**src/hw/rtl/ales_pkg.sv**
```systemverilog
// Shared types and constants of the adjacency list edge store.
package ales_pkg;

  localparam int REQ_W      = 3;
  localparam int VERTEX_W   = 4;
  localparam int VCOUNT_W   = 5;
  localparam int STATUS_W   = 2;
  localparam int VALUE_W    = 7;
  localparam int LIST_COUNT = 16;

  localparam logic [VCOUNT_W-1:0] VCOUNT_RESET = 5'd16;

  localparam logic [REQ_W-1:0] REQ_ADD    = 3'd0;
  localparam logic [REQ_W-1:0] REQ_REMOVE = 3'd1;
  localparam logic [REQ_W-1:0] REQ_TEST   = 3'd2;
  localparam logic [REQ_W-1:0] REQ_DEGREE = 3'd3;
  localparam logic [REQ_W-1:0] REQ_LIST   = 3'd4;

  localparam logic [STATUS_W-1:0] STATUS_OK    = 2'd0;
  localparam logic [STATUS_W-1:0] STATUS_RANGE = 2'd1;
  localparam logic [STATUS_W-1:0] STATUS_FULL  = 2'd2;
  localparam logic [STATUS_W-1:0] STATUS_MISS  = 2'd3;

  typedef enum logic [2:0] {
    ST_IDLE,
    ST_DECODE,
    ST_ADD_WR,
    ST_WALK,
    ST_UNLINK_LINK,
    ST_UNLINK_FREE,
    ST_FINISH
  } state_t;

endpackage

```
**src/hw/rtl/adjacency_list_edge_store.sv**
```systemverilog
// Adjacency list edge store: per-vertex linked lists in a node pool with a free list.
//
//   channel  direction  handshake          payload
//   in       sink       in_valid/in_ready   req_type, src_vertex, dst_vertex, directed
//   out      source     out_valid/out_ready status, found, value, last
//   cfg      sink       cfg_valid/cfg_ready vertex_count
//
// Add goes decode, add write (again when undirected), finish; rejects skip to finish.
// Remove, test, degree and list walk one node per cycle (list only while out is free)
// through the node memory, whose single registered read port sets the rate; a remove
// unlinks via ST_UNLINK_LINK/FREE; an undirected one also walks the dst list.
// Reset empties all lists at once; per-node written bits stand in for the free chain.
// A low out_ready holds the sequencer at the beat it is trying to send.
module adjacency_list_edge_store #(
  parameter int POOL_ENTRIES = 64
) (
  input  logic                            clk,
  input  logic                            rst_n,
  input  logic                            in_valid,
  output logic                            in_ready,
  input  logic [ales_pkg::REQ_W-1:0]      in_req_type,
  input  logic [ales_pkg::VERTEX_W-1:0]   in_src_vertex,
  input  logic [ales_pkg::VERTEX_W-1:0]   in_dst_vertex,
  input  logic                            in_directed,
  output logic                            out_valid,
  input  logic                            out_ready,
  output logic [ales_pkg::STATUS_W-1:0]   out_status,
  output logic                            out_found,
  output logic [ales_pkg::VALUE_W-1:0]    out_value,
  output logic                            out_last,
  input  logic                            cfg_valid,
  output logic                            cfg_ready,
  input  logic [ales_pkg::VCOUNT_W-1:0]   cfg_vertex_count
);
  import ales_pkg::*;

  localparam int IW = $clog2(POOL_ENTRIES);
  localparam int LW = $clog2(POOL_ENTRIES + 1);
  localparam logic [LW-1:0] NIL_LINK  = LW'(POOL_ENTRIES);
  localparam logic [LW-1:0] LAST_STEP = LW'(POOL_ENTRIES - 1);

  state_t state_r, state_nxt;

  logic [REQ_W-1:0]    req_r, req_nxt;
  logic [VERTEX_W-1:0] src_r, src_nxt;
  logic [VERTEX_W-1:0] dst_r, dst_nxt;
  logic                dir_r, dir_nxt;
  logic                phase_r, phase_nxt;
  logic [LW-1:0]       prev_r, prev_nxt;
  logic [LW-1:0]       step_r, step_nxt;
  logic [VALUE_W-1:0]  cnt_r, cnt_nxt;
  logic [LW-1:0]       next_link_r, next_link_nxt;
  logic [STATUS_W-1:0] fin_status_r, fin_status_nxt;
  logic                fin_found_r, fin_found_nxt;
  logic [VALUE_W-1:0]  fin_value_r, fin_value_nxt;
  logic [LW-1:0]       free_head_r, free_head_nxt;
  logic [LW-1:0]       free_count_r, free_count_nxt;
  logic [VCOUNT_W-1:0] vcount_r, vcount_nxt;

  logic [LW-1:0]           list_head_r [LIST_COUNT];
  logic [POOL_ENTRIES-1:0] written_r;

  logic                out_valid_r;
  logic [STATUS_W-1:0] out_status_r;
  logic                out_found_r;
  logic [VALUE_W-1:0]  out_value_r;
  logic                out_last_r;

  // Node memory and its registered read port.
  logic [VERTEX_W-1:0] node_vertex_mem [POOL_ENTRIES];
  logic [LW-1:0]       node_next_mem [POOL_ENTRIES];
  logic [VERTEX_W-1:0] nv_q;
  logic [LW-1:0]       nn_q;
  logic [IW-1:0]       rd_addr_q;
  logic                wr_q;

  logic                rd_en;
  logic [IW-1:0]       rd_addr;
  logic                mem_we_vtx, mem_we_next;
  logic [IW-1:0]       mem_wr_addr;
  logic [VERTEX_W-1:0] mem_wr_vtx;
  logic [LW-1:0]       mem_wr_next;
  logic                head_we;
  logic [VERTEX_W-1:0] head_wr_idx;
  logic [LW-1:0]       head_wr_val;
  logic                mark_written;

  logic                emit_en;
  logic [STATUS_W-1:0] emit_status;
  logic                emit_found;
  logic [VALUE_W-1:0]  emit_value;
  logic                emit_last;

  logic [VERTEX_W-1:0] list_idx, head_idx, target;
  logic [LW-1:0]       head_raw, nx_raw, nx_link;
  logic                head_null, nx_null, hit, at_end, can_emit;
  logic                src_ok, dst_ok, pool_short, in_fire;

  assign in_ready  = (state_r == ST_IDLE);
  assign cfg_ready = (state_r == ST_IDLE);
  assign in_fire   = in_valid && in_ready;

  assign out_valid  = out_valid_r;
  assign out_status = out_status_r;
  assign out_found  = out_found_r;
  assign out_value  = out_value_r;
  assign out_last   = out_last_r;

  assign can_emit = !out_valid_r || out_ready;

  // The second pass of an undirected request works on the destination's list.
  assign list_idx  = phase_r ? dst_r : src_r;
  assign target    = phase_r ? src_r : dst_r;
  assign head_idx  = (state_r == ST_UNLINK_FREE) ? dst_r : list_idx;
  assign head_raw  = list_head_r[head_idx];
  assign head_null = (head_raw >= NIL_LINK);

  // A node never written is read as linking to the following entry.
  assign nx_raw  = wr_q ? nn_q : (LW'(rd_addr_q) + LW'(1));
  assign nx_null = (nx_raw >= NIL_LINK);
  assign nx_link = nx_null ? NIL_LINK : nx_raw;
  assign hit     = (nv_q == target);
  assign at_end  = nx_null || (step_r == LAST_STEP);

  assign src_ok     = ({1'b0, src_r} < vcount_r);
  assign dst_ok     = ({1'b0, dst_r} < vcount_r);
  assign pool_short = (free_count_r < (dir_r ? LW'(1) : LW'(2)));

  always_comb begin
    state_nxt      = state_r;
    req_nxt        = req_r;
    src_nxt        = src_r;
    dst_nxt        = dst_r;
    dir_nxt        = dir_r;
    phase_nxt      = phase_r;
    prev_nxt       = prev_r;
    step_nxt       = step_r;
    cnt_nxt        = cnt_r;
    next_link_nxt  = next_link_r;
    fin_status_nxt = fin_status_r;
    fin_found_nxt  = fin_found_r;
    fin_value_nxt  = fin_value_r;
    free_head_nxt  = free_head_r;
    free_count_nxt = free_count_r;
    vcount_nxt     = vcount_r;
    rd_en          = 1'b0;
    rd_addr        = free_head_r[IW-1:0];
    mem_we_vtx     = 1'b0;
    mem_we_next    = 1'b0;
    mem_wr_addr    = rd_addr_q;
    mem_wr_vtx     = target;
    mem_wr_next    = free_head_r;
    head_we        = 1'b0;
    head_wr_idx    = list_idx;
    head_wr_val    = NIL_LINK;
    mark_written   = 1'b0;
    emit_en        = 1'b0;
    emit_status    = STATUS_OK;
    emit_found     = 1'b0;
    emit_value     = '0;
    emit_last      = 1'b1;

    unique case (state_r)
      ST_IDLE: begin
        if (cfg_valid) begin
          vcount_nxt = cfg_vertex_count;
        end
        if (in_fire) begin
          req_nxt   = in_req_type;
          src_nxt   = in_src_vertex;
          dst_nxt   = in_dst_vertex;
          dir_nxt   = in_directed;
          phase_nxt = 1'b0;
          state_nxt = ST_DECODE;
        end
      end

      ST_DECODE: begin
        fin_status_nxt = STATUS_OK;
        fin_found_nxt  = 1'b0;
        fin_value_nxt  = '0;
        prev_nxt       = NIL_LINK;
        step_nxt       = '0;
        cnt_nxt        = '0;
        if (req_r > REQ_LIST) begin
          state_nxt = ST_FINISH;
        end else if (!src_ok || (req_r <= REQ_TEST && !dst_ok)) begin
          fin_status_nxt = STATUS_RANGE;
          state_nxt      = ST_FINISH;
        end else if (req_r == REQ_ADD) begin
          if (pool_short) begin
            fin_status_nxt = STATUS_FULL;
            state_nxt      = ST_FINISH;
          end else begin
            rd_en     = 1'b1;
            rd_addr   = free_head_r[IW-1:0];
            state_nxt = ST_ADD_WR;
          end
        end else if (head_null) begin
          if (req_r == REQ_REMOVE) begin
            fin_status_nxt = STATUS_MISS;
          end
          state_nxt = ST_FINISH;
        end else begin
          rd_en     = 1'b1;
          rd_addr   = head_raw[IW-1:0];
          state_nxt = ST_WALK;
        end
      end

      ST_ADD_WR: begin
        // Pop the free list head and push it on the selected list.
        mem_we_vtx     = 1'b1;
        mem_we_next    = 1'b1;
        mem_wr_addr    = rd_addr_q;
        mem_wr_vtx     = target;
        mem_wr_next    = head_raw;
        head_we        = 1'b1;
        head_wr_idx    = list_idx;
        head_wr_val    = LW'(rd_addr_q);
        mark_written   = 1'b1;
        free_head_nxt  = nx_link;
        free_count_nxt = free_count_r - LW'(1);
        if (!phase_r && !dir_r) begin
          phase_nxt = 1'b1;
          rd_en     = 1'b1;
          rd_addr   = nx_link[IW-1:0];
        end else begin
          fin_status_nxt = STATUS_OK;
          state_nxt      = ST_FINISH;
        end
      end

      ST_WALK: begin
        case (req_r)
          REQ_TEST: begin
            if (hit || at_end) begin
              fin_found_nxt = hit;
              state_nxt     = ST_FINISH;
            end else begin
              rd_en    = 1'b1;
              rd_addr  = nx_link[IW-1:0];
              step_nxt = step_r + LW'(1);
            end
          end
          REQ_DEGREE: begin
            cnt_nxt = cnt_r + VALUE_W'(1);
            if (at_end) begin
              fin_value_nxt = cnt_r + VALUE_W'(1);
              state_nxt     = ST_FINISH;
            end else begin
              rd_en    = 1'b1;
              rd_addr  = nx_link[IW-1:0];
              step_nxt = step_r + LW'(1);
            end
          end
          REQ_LIST: begin
            if (can_emit) begin
              emit_en    = 1'b1;
              emit_found = 1'b1;
              emit_value = VALUE_W'(nv_q);
              emit_last  = at_end;
              if (at_end) begin
                state_nxt = ST_IDLE;
              end else begin
                rd_en    = 1'b1;
                rd_addr  = nx_link[IW-1:0];
                step_nxt = step_r + LW'(1);
              end
            end
          end
          default: begin
            // Remove: find the first matching node, remembering its predecessor.
            if (hit) begin
              next_link_nxt = nx_link;
              state_nxt     = ST_UNLINK_LINK;
            end else if (at_end) begin
              fin_status_nxt = phase_r ? STATUS_OK : STATUS_MISS;
              state_nxt      = ST_FINISH;
            end else begin
              prev_nxt = LW'(rd_addr_q);
              rd_en    = 1'b1;
              rd_addr  = nx_link[IW-1:0];
              step_nxt = step_r + LW'(1);
            end
          end
        endcase
      end

      ST_UNLINK_LINK: begin
        if (prev_r == NIL_LINK) begin
          head_we     = 1'b1;
          head_wr_idx = list_idx;
          head_wr_val = next_link_r;
        end else begin
          mem_we_next = 1'b1;
          mem_wr_addr = prev_r[IW-1:0];
          mem_wr_next = next_link_r;
        end
        state_nxt = ST_UNLINK_FREE;
      end

      ST_UNLINK_FREE: begin
        mem_we_next    = 1'b1;
        mem_wr_addr    = rd_addr_q;
        mem_wr_next    = free_head_r;
        free_head_nxt  = LW'(rd_addr_q);
        free_count_nxt = free_count_r + LW'(1);
        fin_status_nxt = STATUS_OK;
        if (!phase_r && !dir_r && !head_null) begin
          phase_nxt = 1'b1;
          prev_nxt  = NIL_LINK;
          step_nxt  = '0;
          rd_en     = 1'b1;
          rd_addr   = head_raw[IW-1:0];
          state_nxt = ST_WALK;
        end else begin
          state_nxt = ST_FINISH;
        end
      end

      ST_FINISH: begin
        if (can_emit) begin
          emit_en     = 1'b1;
          emit_status = fin_status_r;
          emit_found  = fin_found_r;
          emit_value  = fin_value_r;
          emit_last   = 1'b1;
          state_nxt   = ST_IDLE;
        end
      end

      default: begin
        state_nxt = ST_IDLE;
      end
    endcase
  end

  always_ff @(posedge clk) begin
    if (!rst_n) begin
      state_r      <= ST_IDLE;
      free_head_r  <= '0;
      free_count_r <= LW'(POOL_ENTRIES);
      vcount_r     <= VCOUNT_RESET;
      written_r    <= '0;
      out_valid_r  <= 1'b0;
      for (int i = 0; i < LIST_COUNT; i++) begin
        list_head_r[i] <= NIL_LINK;
      end
    end else begin
      state_r      <= state_nxt;
      free_head_r  <= free_head_nxt;
      free_count_r <= free_count_nxt;
      vcount_r     <= vcount_nxt;
      if (mark_written) begin
        written_r[rd_addr_q] <= 1'b1;
      end
      if (head_we) begin
        list_head_r[head_wr_idx] <= head_wr_val;
      end
      if (emit_en) begin
        out_valid_r <= 1'b1;
      end else if (out_ready) begin
        out_valid_r <= 1'b0;
      end
    end
  end

  always_ff @(posedge clk) begin
    req_r        <= req_nxt;
    src_r        <= src_nxt;
    dst_r        <= dst_nxt;
    dir_r        <= dir_nxt;
    phase_r      <= phase_nxt;
    prev_r       <= prev_nxt;
    step_r       <= step_nxt;
    cnt_r        <= cnt_nxt;
    next_link_r  <= next_link_nxt;
    fin_status_r <= fin_status_nxt;
    fin_found_r  <= fin_found_nxt;
    fin_value_r  <= fin_value_nxt;
    if (emit_en) begin
      out_status_r <= emit_status;
      out_found_r  <= emit_found;
      out_value_r  <= emit_value;
      out_last_r   <= emit_last;
    end
  end

  always_ff @(posedge clk) begin
    if (mem_we_vtx) begin
      node_vertex_mem[mem_wr_addr] <= mem_wr_vtx;
    end
    if (mem_we_next) begin
      node_next_mem[mem_wr_addr] <= mem_wr_next;
    end
    if (rd_en) begin
      nv_q      <= node_vertex_mem[rd_addr];
      nn_q      <= node_next_mem[rd_addr];
      wr_q      <= written_r[rd_addr];
      rd_addr_q <= rd_addr;
    end
  end

  a_free_count_range: assert property (@(posedge clk) disable iff (!rst_n)
    free_count_r <= LW'(POOL_ENTRIES))
    else $error("free count exceeds the pool size");

  a_free_head_matches_count: assert property (@(posedge clk) disable iff (!rst_n)
    (free_count_r == '0) == (free_head_r >= NIL_LINK))
    else $error("free list head disagrees with free count");

  a_add_takes_one: assert property (@(posedge clk) disable iff (!rst_n)
    (state_r == ST_ADD_WR) |=> (free_count_r == $past(free_count_r) - LW'(1)))
    else $error("add did not take exactly one free node");

  a_unlink_frees_node: assert property (@(posedge clk) disable iff (!rst_n)
    (state_r == ST_UNLINK_FREE) |=> (free_head_r == LW'($past(rd_addr_q))))
    else $error("unlinked node is not the new free list head");

  a_out_held_while_stalled: assert property (@(posedge clk) disable iff (!rst_n)
    (out_valid_r && !out_ready) |-> !emit_en)
    else $error("new beat loaded over a stalled one");

endmodule
```
**config.mk**
```make
export PLATFORM = sky130hd
export DESIGN_NAME = adjacency_list_edge_store
export DESIGN_NICKNAME = d
export VERILOG_FILES = /design/src/hw/rtl/ales_pkg.sv /design/src/hw/rtl/adjacency_list_edge_store.sv
export SDC_FILE = /design/constraint.sdc
export NUM_CORES = 2
export LEC_CHECK = 0
export BUFFER_PORTS_ARGS = -buffer_cell sky130_fd_sc_hd__buf_2
export CORE_MARGIN = 3
export CORE_UTILIZATION = 41
export CTS_CLUSTER_SIZE = 25
export DETAILED_ROUTE_END_ITERATION = 12
export PLACE_DENSITY = 0.65
export SYNTH_ARGS = -nofsm -noshare
export SYNTH_HDL_FRONTEND = slang
export SYNTH_SLANG_ARGS = --single-unit
```
**constraint.sdc**
```tcl
create_clock -name clk -period 7.07 [get_ports clk]
set_input_delay 1.414 -clock clk [delete_from_list [all_inputs] [get_ports clk]]
set_output_delay 1.414 -clock clk [all_outputs]
set_load 0.005 [all_outputs]
```
# == Word level (Yosys, flattened, before mapping) ==
# Memories as Yosys holds them, arrays and structs flattened. A register that Yosys moved wholly into a read port is not among the register bits.
# Index checks and enable logic that the tools add are counted.
# classes
n_bitwise,2
eq_ne,30
n_lt_le_gt_ge,10
reduce_logical,39
mux,122
addsub,5
# op_table
operator,n
$mux 7,18
$pmux 7 s2,7
$mux 6,12
$or 64x64->64,1
$pmux 7 s3,3
$mux 3,14
$mux 1,35
$mux 2,12
$mux 4,6
$pmux 6 s4,1
$add 7x1->7 const B,3
$pmux 3 s7,1
$ne 2x2->1 const B,10
$pmux 6 s3,1
$reduce_and 5->1,3
$ge 7x7->1 const B,2
$lt 6x7->1 const B,2
$eq 3x2->1 const B,4
$eq 3x3->1 const B,4
$ne 3x3->1 const B,4
$reduce_and 3->1,4
$lt 4x5->1,2
$pmux 1 s2,5
$pmux 3 s3,1
other kinds (31),53
# word_totals
out_inout_bits,14
in_bits,22
mem_bits_rw,816
mem_count,3
regBits,156
elab_cells,235
# mem_list
name,words,word_bits,rd,rd_ports_with_merged_regs,write_ports,line_no,rtl
node_next_mem,64,7,1,1,1,adjacency_list_edge_store.sv:71,logic [LW-1:0] node_next_mem [POOL_ENTRIES];
node_vertex_mem,64,4,1,1,1,adjacency_list_edge_store.sv:70,logic [VERTEX_W-1:0] node_vertex_mem [POOL_ENTRIES];
list_head_r,16,7,1,0,16,adjacency_list_edge_store.sv:60,logic [LW-1:0] list_head_r [LIST_COUNT];

# == Depth between registers and ports, before layout ==
# An unclocked memory read counts as a cell.
# logic_depth
word_depth,11
mapped_depth,21
mapped_depth_nobuf,15

# == Worst setup path after synthesis ==
# Ideal clock, no wire load.
# synth_path
path_kind,flip-flop to flip-flop
start,register state_r[2]
end,"memory node_next_mem[0][5] (netlist name), data pin"
n_path_buf,3
synth_period_minus_slack_ns,5.311
t_required_ns,6.369
setup_ns,0.701
path_stages_with_launch,11
slack_ns,1.759
t_arrival_ns,4.610
cell_sequence,dfxtp_1 > and3b_1 > buf_2 > o21ai_1 > and2_1 > buf_2 > buf_2 > mux4_2 > mux2i_1 > mux2_2 > o21ai_0
# synth_between
elab_chain_len,4
word_cells_on_any_way,6
cone_classes,eq/ne (3); mux (2); memory (1)
# synth_lines
element,line_no,rtl
from (decl),adjacency_list_edge_store.sv:42,"state_t state_r, state_nxt;"
from (signal assigned),adjacency_list_edge_store.sv:351,state_r <= state_nxt;
$eq 3x3->1,adjacency_list_edge_store.sv:114,assign head_idx = (state_r == ST_UNLINK_FREE) ? dst_r : list_idx;
$mux 4,adjacency_list_edge_store.sv:114,
$mem_v2 16x7,-,
$pmux 7 s2 (*),adjacency_list_edge_store.sv:163,unique case (state_r)
via mem_wr_next[5],adjacency_list_edge_store.sv:82,logic [LW-1:0] mem_wr_next;
to (decl),adjacency_list_edge_store.sv:71,
# Mark *: on every way through the listed nets, which the timed path passes. The rest lies on a longest branch.

# == Worst setup path after layout ==
# layout_path
start,register phase_r
end,"register nn_q[5], read port of node_next_mem, data pin"
# layout_between
elab_chain_len,9
word_cells_on_any_way,31
cone_classes,order compare (1); eq/ne (1); mux (23); reduce/logical (5); memory (1)
# layout_lines
element,line_no,rtl
from (decl),adjacency_list_edge_store.sv:48,"logic phase_r, phase_nxt;"
from (signal assigned),adjacency_list_edge_store.sv:374,phase_r <= phase_nxt;
$mux 4,adjacency_list_edge_store.sv:112,assign list_idx = phase_r ? dst_r : src_r;
$mux 4,adjacency_list_edge_store.sv:114,
$mem_v2 16x7,-,
$ge 7x7->1,adjacency_list_edge_store.sv:116,assign head_null = (head_raw >= NIL_LINK);
$mux 6,adjacency_list_edge_store.sv:199,end else if (head_null) begin
$mux 6,adjacency_list_edge_store.sv:190,end else if (req_r == REQ_ADD) begin
$mux 6,adjacency_list_edge_store.sv:187,end else if (!src_ok || (req_r <= REQ_TEST && !dst_ok)) begin
$mux 6,adjacency_list_edge_store.sv:185,if (req_r > REQ_LIST) begin
$pmux 6 s4 (*),adjacency_list_edge_store.sv:163,
via rd_addr[5],adjacency_list_edge_store.sv:78,logic [IW-1:0] rd_addr;
to (decl),adjacency_list_edge_store.sv:73,logic [LW-1:0] nn_q;
# Marks and branches as above.
# A chain may end at the register's enable or synchronous reset.

==> run metrics <==
# DRC 0; gp weighted congestion 0.890; H-Tree Depth 3; P_int 12.3 mW; TritonCTS clock tree yes; Die Area 0.106 mm^2; first-pass GRT wire length 167000 um; final critical-path required period 6170 ps; # clock sinks roughly 1000; Initial DRC Count 3331; Initial Utilization 0.415; WL/cell 23.8 um; initial antenna violation count 1; ANT cells 0; Final Cycle Share 0.873; crit start category flop; Power Dens Cells between 400 and 500 mW/mm^2; number of hold buffers added after CTS 0; final hold violation count 0; std cell rows about 120; clock share of power 0.254; Crit path arrival time 6590 ps; CTS buffer count 100; largest net degree at the start of global routing 118; Seq pwr share 0.391; Final Cell Area roughly 0.046 mm^2; worst vdd ir 0.427 mV; Die Wd 325 um; Max Fclk 0.162 GHz; Unique masters post-synth 77; Syn Area/Cell 12.7 um^2; Reg area 0.0286 mm^2; CTS clk-pin slew, worst paths 60 ps; Chip Height 325 um; Buffers & Inverters on Critical Path 2; critical path's top delay family simple AND/OR/NAND/NOR gates; Worst-Skew Late Latency 680 ps; post-synthesis cell count about 3.3k; max incr delay on CP roughly 800 ps; clk_skew 28.0 ps; GRT Residual Overflow 0; fin nets 3297; Crit-path slowest cell nand4_1; total setup buffers inserted after CTS 0; ys async rst share 0; Post-synth EDFFs 896; Max-Cap Viols 0; dpl cell area between 0.04 and 0.05 mm^2; area grow syn2layout 11.4%; number of global-route vias before repair 25.9k; leakage roughly 15 nW; critical-path cell list o21ai_1, and2_1, buf_4, mux4_2, mux2i_1, mux2_2, o21a_1, and2_1, clkinv_1, nand4_1, a211oi_1, or4_1, a2111o_1; combinational power share 0.356; Syn Std Cell Area 0.0417 mm^2; sequential share of the synthesized area 0.687; HPWL Detailed 69500 um; switch share 0.383; Routed WL 111000 um; most frequent cells in the layout 896 x edfxtp_1, 471 x nand2_1, 321 x nor2_1; fill cell count 8894; Synthesized Nets 3309; # IOs 36; critical path's most frequent cell and2_1; worst hold path type flop to flop; clock tree root driver cell clkbuf_16; CTS Buffer Depth 3; relative slew slack 0.110; critical path fanouts, max 28; Crit Path Class flop to flop; Post-Route Setup TNS 0 ps; post_cts resized 0; Final Slew Violations 0; router iterations before antenna repair 6; Setup violations, final 0; area of the multi-input gates about 0.012 mm^2; data required time of the worst path 7480 ps; ys flop type edfxtp_1; via count 27.5k; all-layer global routing usage 0.205; slew of the pin with the lowest slew margin 1330 ps; RSZ-0062 raised after global routing false; sw power 7.60 mW; outcome finished clean; CP Capture Type flop; Std-Cell Core Area 0.100 mm^2; vias per cell 5.87; number of synthesized register bits just under 1k; YS warnings 0; IO Port Bufs 35; final antenna-violating net count 0; share of cells above drive strength 1 0.0877; most common cell after layout, fill and taps aside edfxtp_1
[area by class of cell]
type	count	area share
clock buffers	135	0.0594
multi-input cells	2039	0.261
flip-flops and latches	983	0.617
repair buffers	99	0.0161
well taps	1357	0.0366
inverters	36	0.00318
clock inverters	39	0.00690
[per-layer routing]
metal / track usage / up-vias / wire, um / part of all wire
li1: - / 12300 / - / -
met2: 0.317 / 1312 / 50900 / 0.46
met5: 0 / - / 0 / 0
met1: 0.296 / 13700 / 47900 / 0.43
met4: 0.0558 / 0 / 2940 / 0.026
met3: 0.0412 / 195 / 9770 / 0.088
[power by group through the flow]
stage | registers [mW] | clock network (mW) | logic (mW)
after floorplan | 7.70 | 0 | 4.51
after global placement | 7.86 | 0 | 6.88
after detailed placement | 7.86 | 0 | 6.96
after CTS | 7.75 | 5.11 | 6.99
after global routing | 7.78 | 5.34 | 7.56
final | 7.76 | 5.03 | 7.06
[cells in the mapped netlist (all sizes together) (19+ instances only)]
master | count | area, um^2
dfxtp | 87 | 1740
a31oi | 54 | 338
buf | 95 | 450
a22oi | 55 | 413
edfxtp | 896 | 26900
and3 | 39 | 244
a211oi | 103 | 786
mux2i | 132 | 1320
nand2 | 472 | 1770
a22o | 19 | 166
nand4 | 33 | 206
o21ai | 26 | 134
inv | 34 | 128
o21a | 66 | 495
nor3 | 50 | 250
a21oi | 184 | 932
nand3 | 142 | 716
a21boi | 37 | 278
nor2 | 322 | 1210
clkbuf | 118 | 443
and2 | 23 | 144
[path summary, 6_finish.rpt]
| path | startpoint | end | slack, ps | cells past startpoint |
|---|---|---|---|---|
| min | written_r[43] | written_r[43] | 460 | 1 |
| max reg2reg | phase_r | nn_q[5] | 900 | 13 |
| min reg2reg | written_r[43] | written_r[43] | 460 | 1 |
| max | phase_r | nn_q[5] | 900 | 13 |
[flip-flops by register name, summed over array words and instances (netlist names), 2 cells and up]
register,flops
out_status,2
prev_r,7
cnt_r,7
dst_r,4
rd_addr_q,6
list_head_r,112
nv_q,4
written_r,64
vcount_r,5
out_value,7
req_r,3
free_count_r,7
fin_value_r,7
next_link_r,7
node_next_mem,448
nn_q,7
step_r,7
src_r,4
state_r,3
free_head_r,7
fin_status_r,2
node_vertex_mem,256
[cell families after synthesis]
kind of cell    count (synthesis)  share of synthesized area
xor+xnor                       24                    0.00504
simple gates                 1154                      0.121
mux                           161                     0.0439
fa+ha+maj                      17                    0.00522
compound gates                683                      0.113
flops                         983                      0.687
buf+inv                       249                     0.0247
[metrics by stage]
stage / instances / hold WS [ps] / total power, mW / utilization / setup WS (ps)
2_1_floorplan: 3271 / 432 / 12.2 / - / 1760
3_3_place_gp: 4513 / 441 / 14.7 / 0.432 / 1130
3_5_place_dp: 4513 / 450 / 14.8 / 0.432 / 1080
4_1_cts: 4687 / 461 / 19.8 / 0.462 / 1060
5_1_grt: 4688 / 476 / 20.7 / 0.462 / 624
6_report: 4688 / 459 / 19.9 / 0.462 / 895
Power figures use the tool's default switching activity.
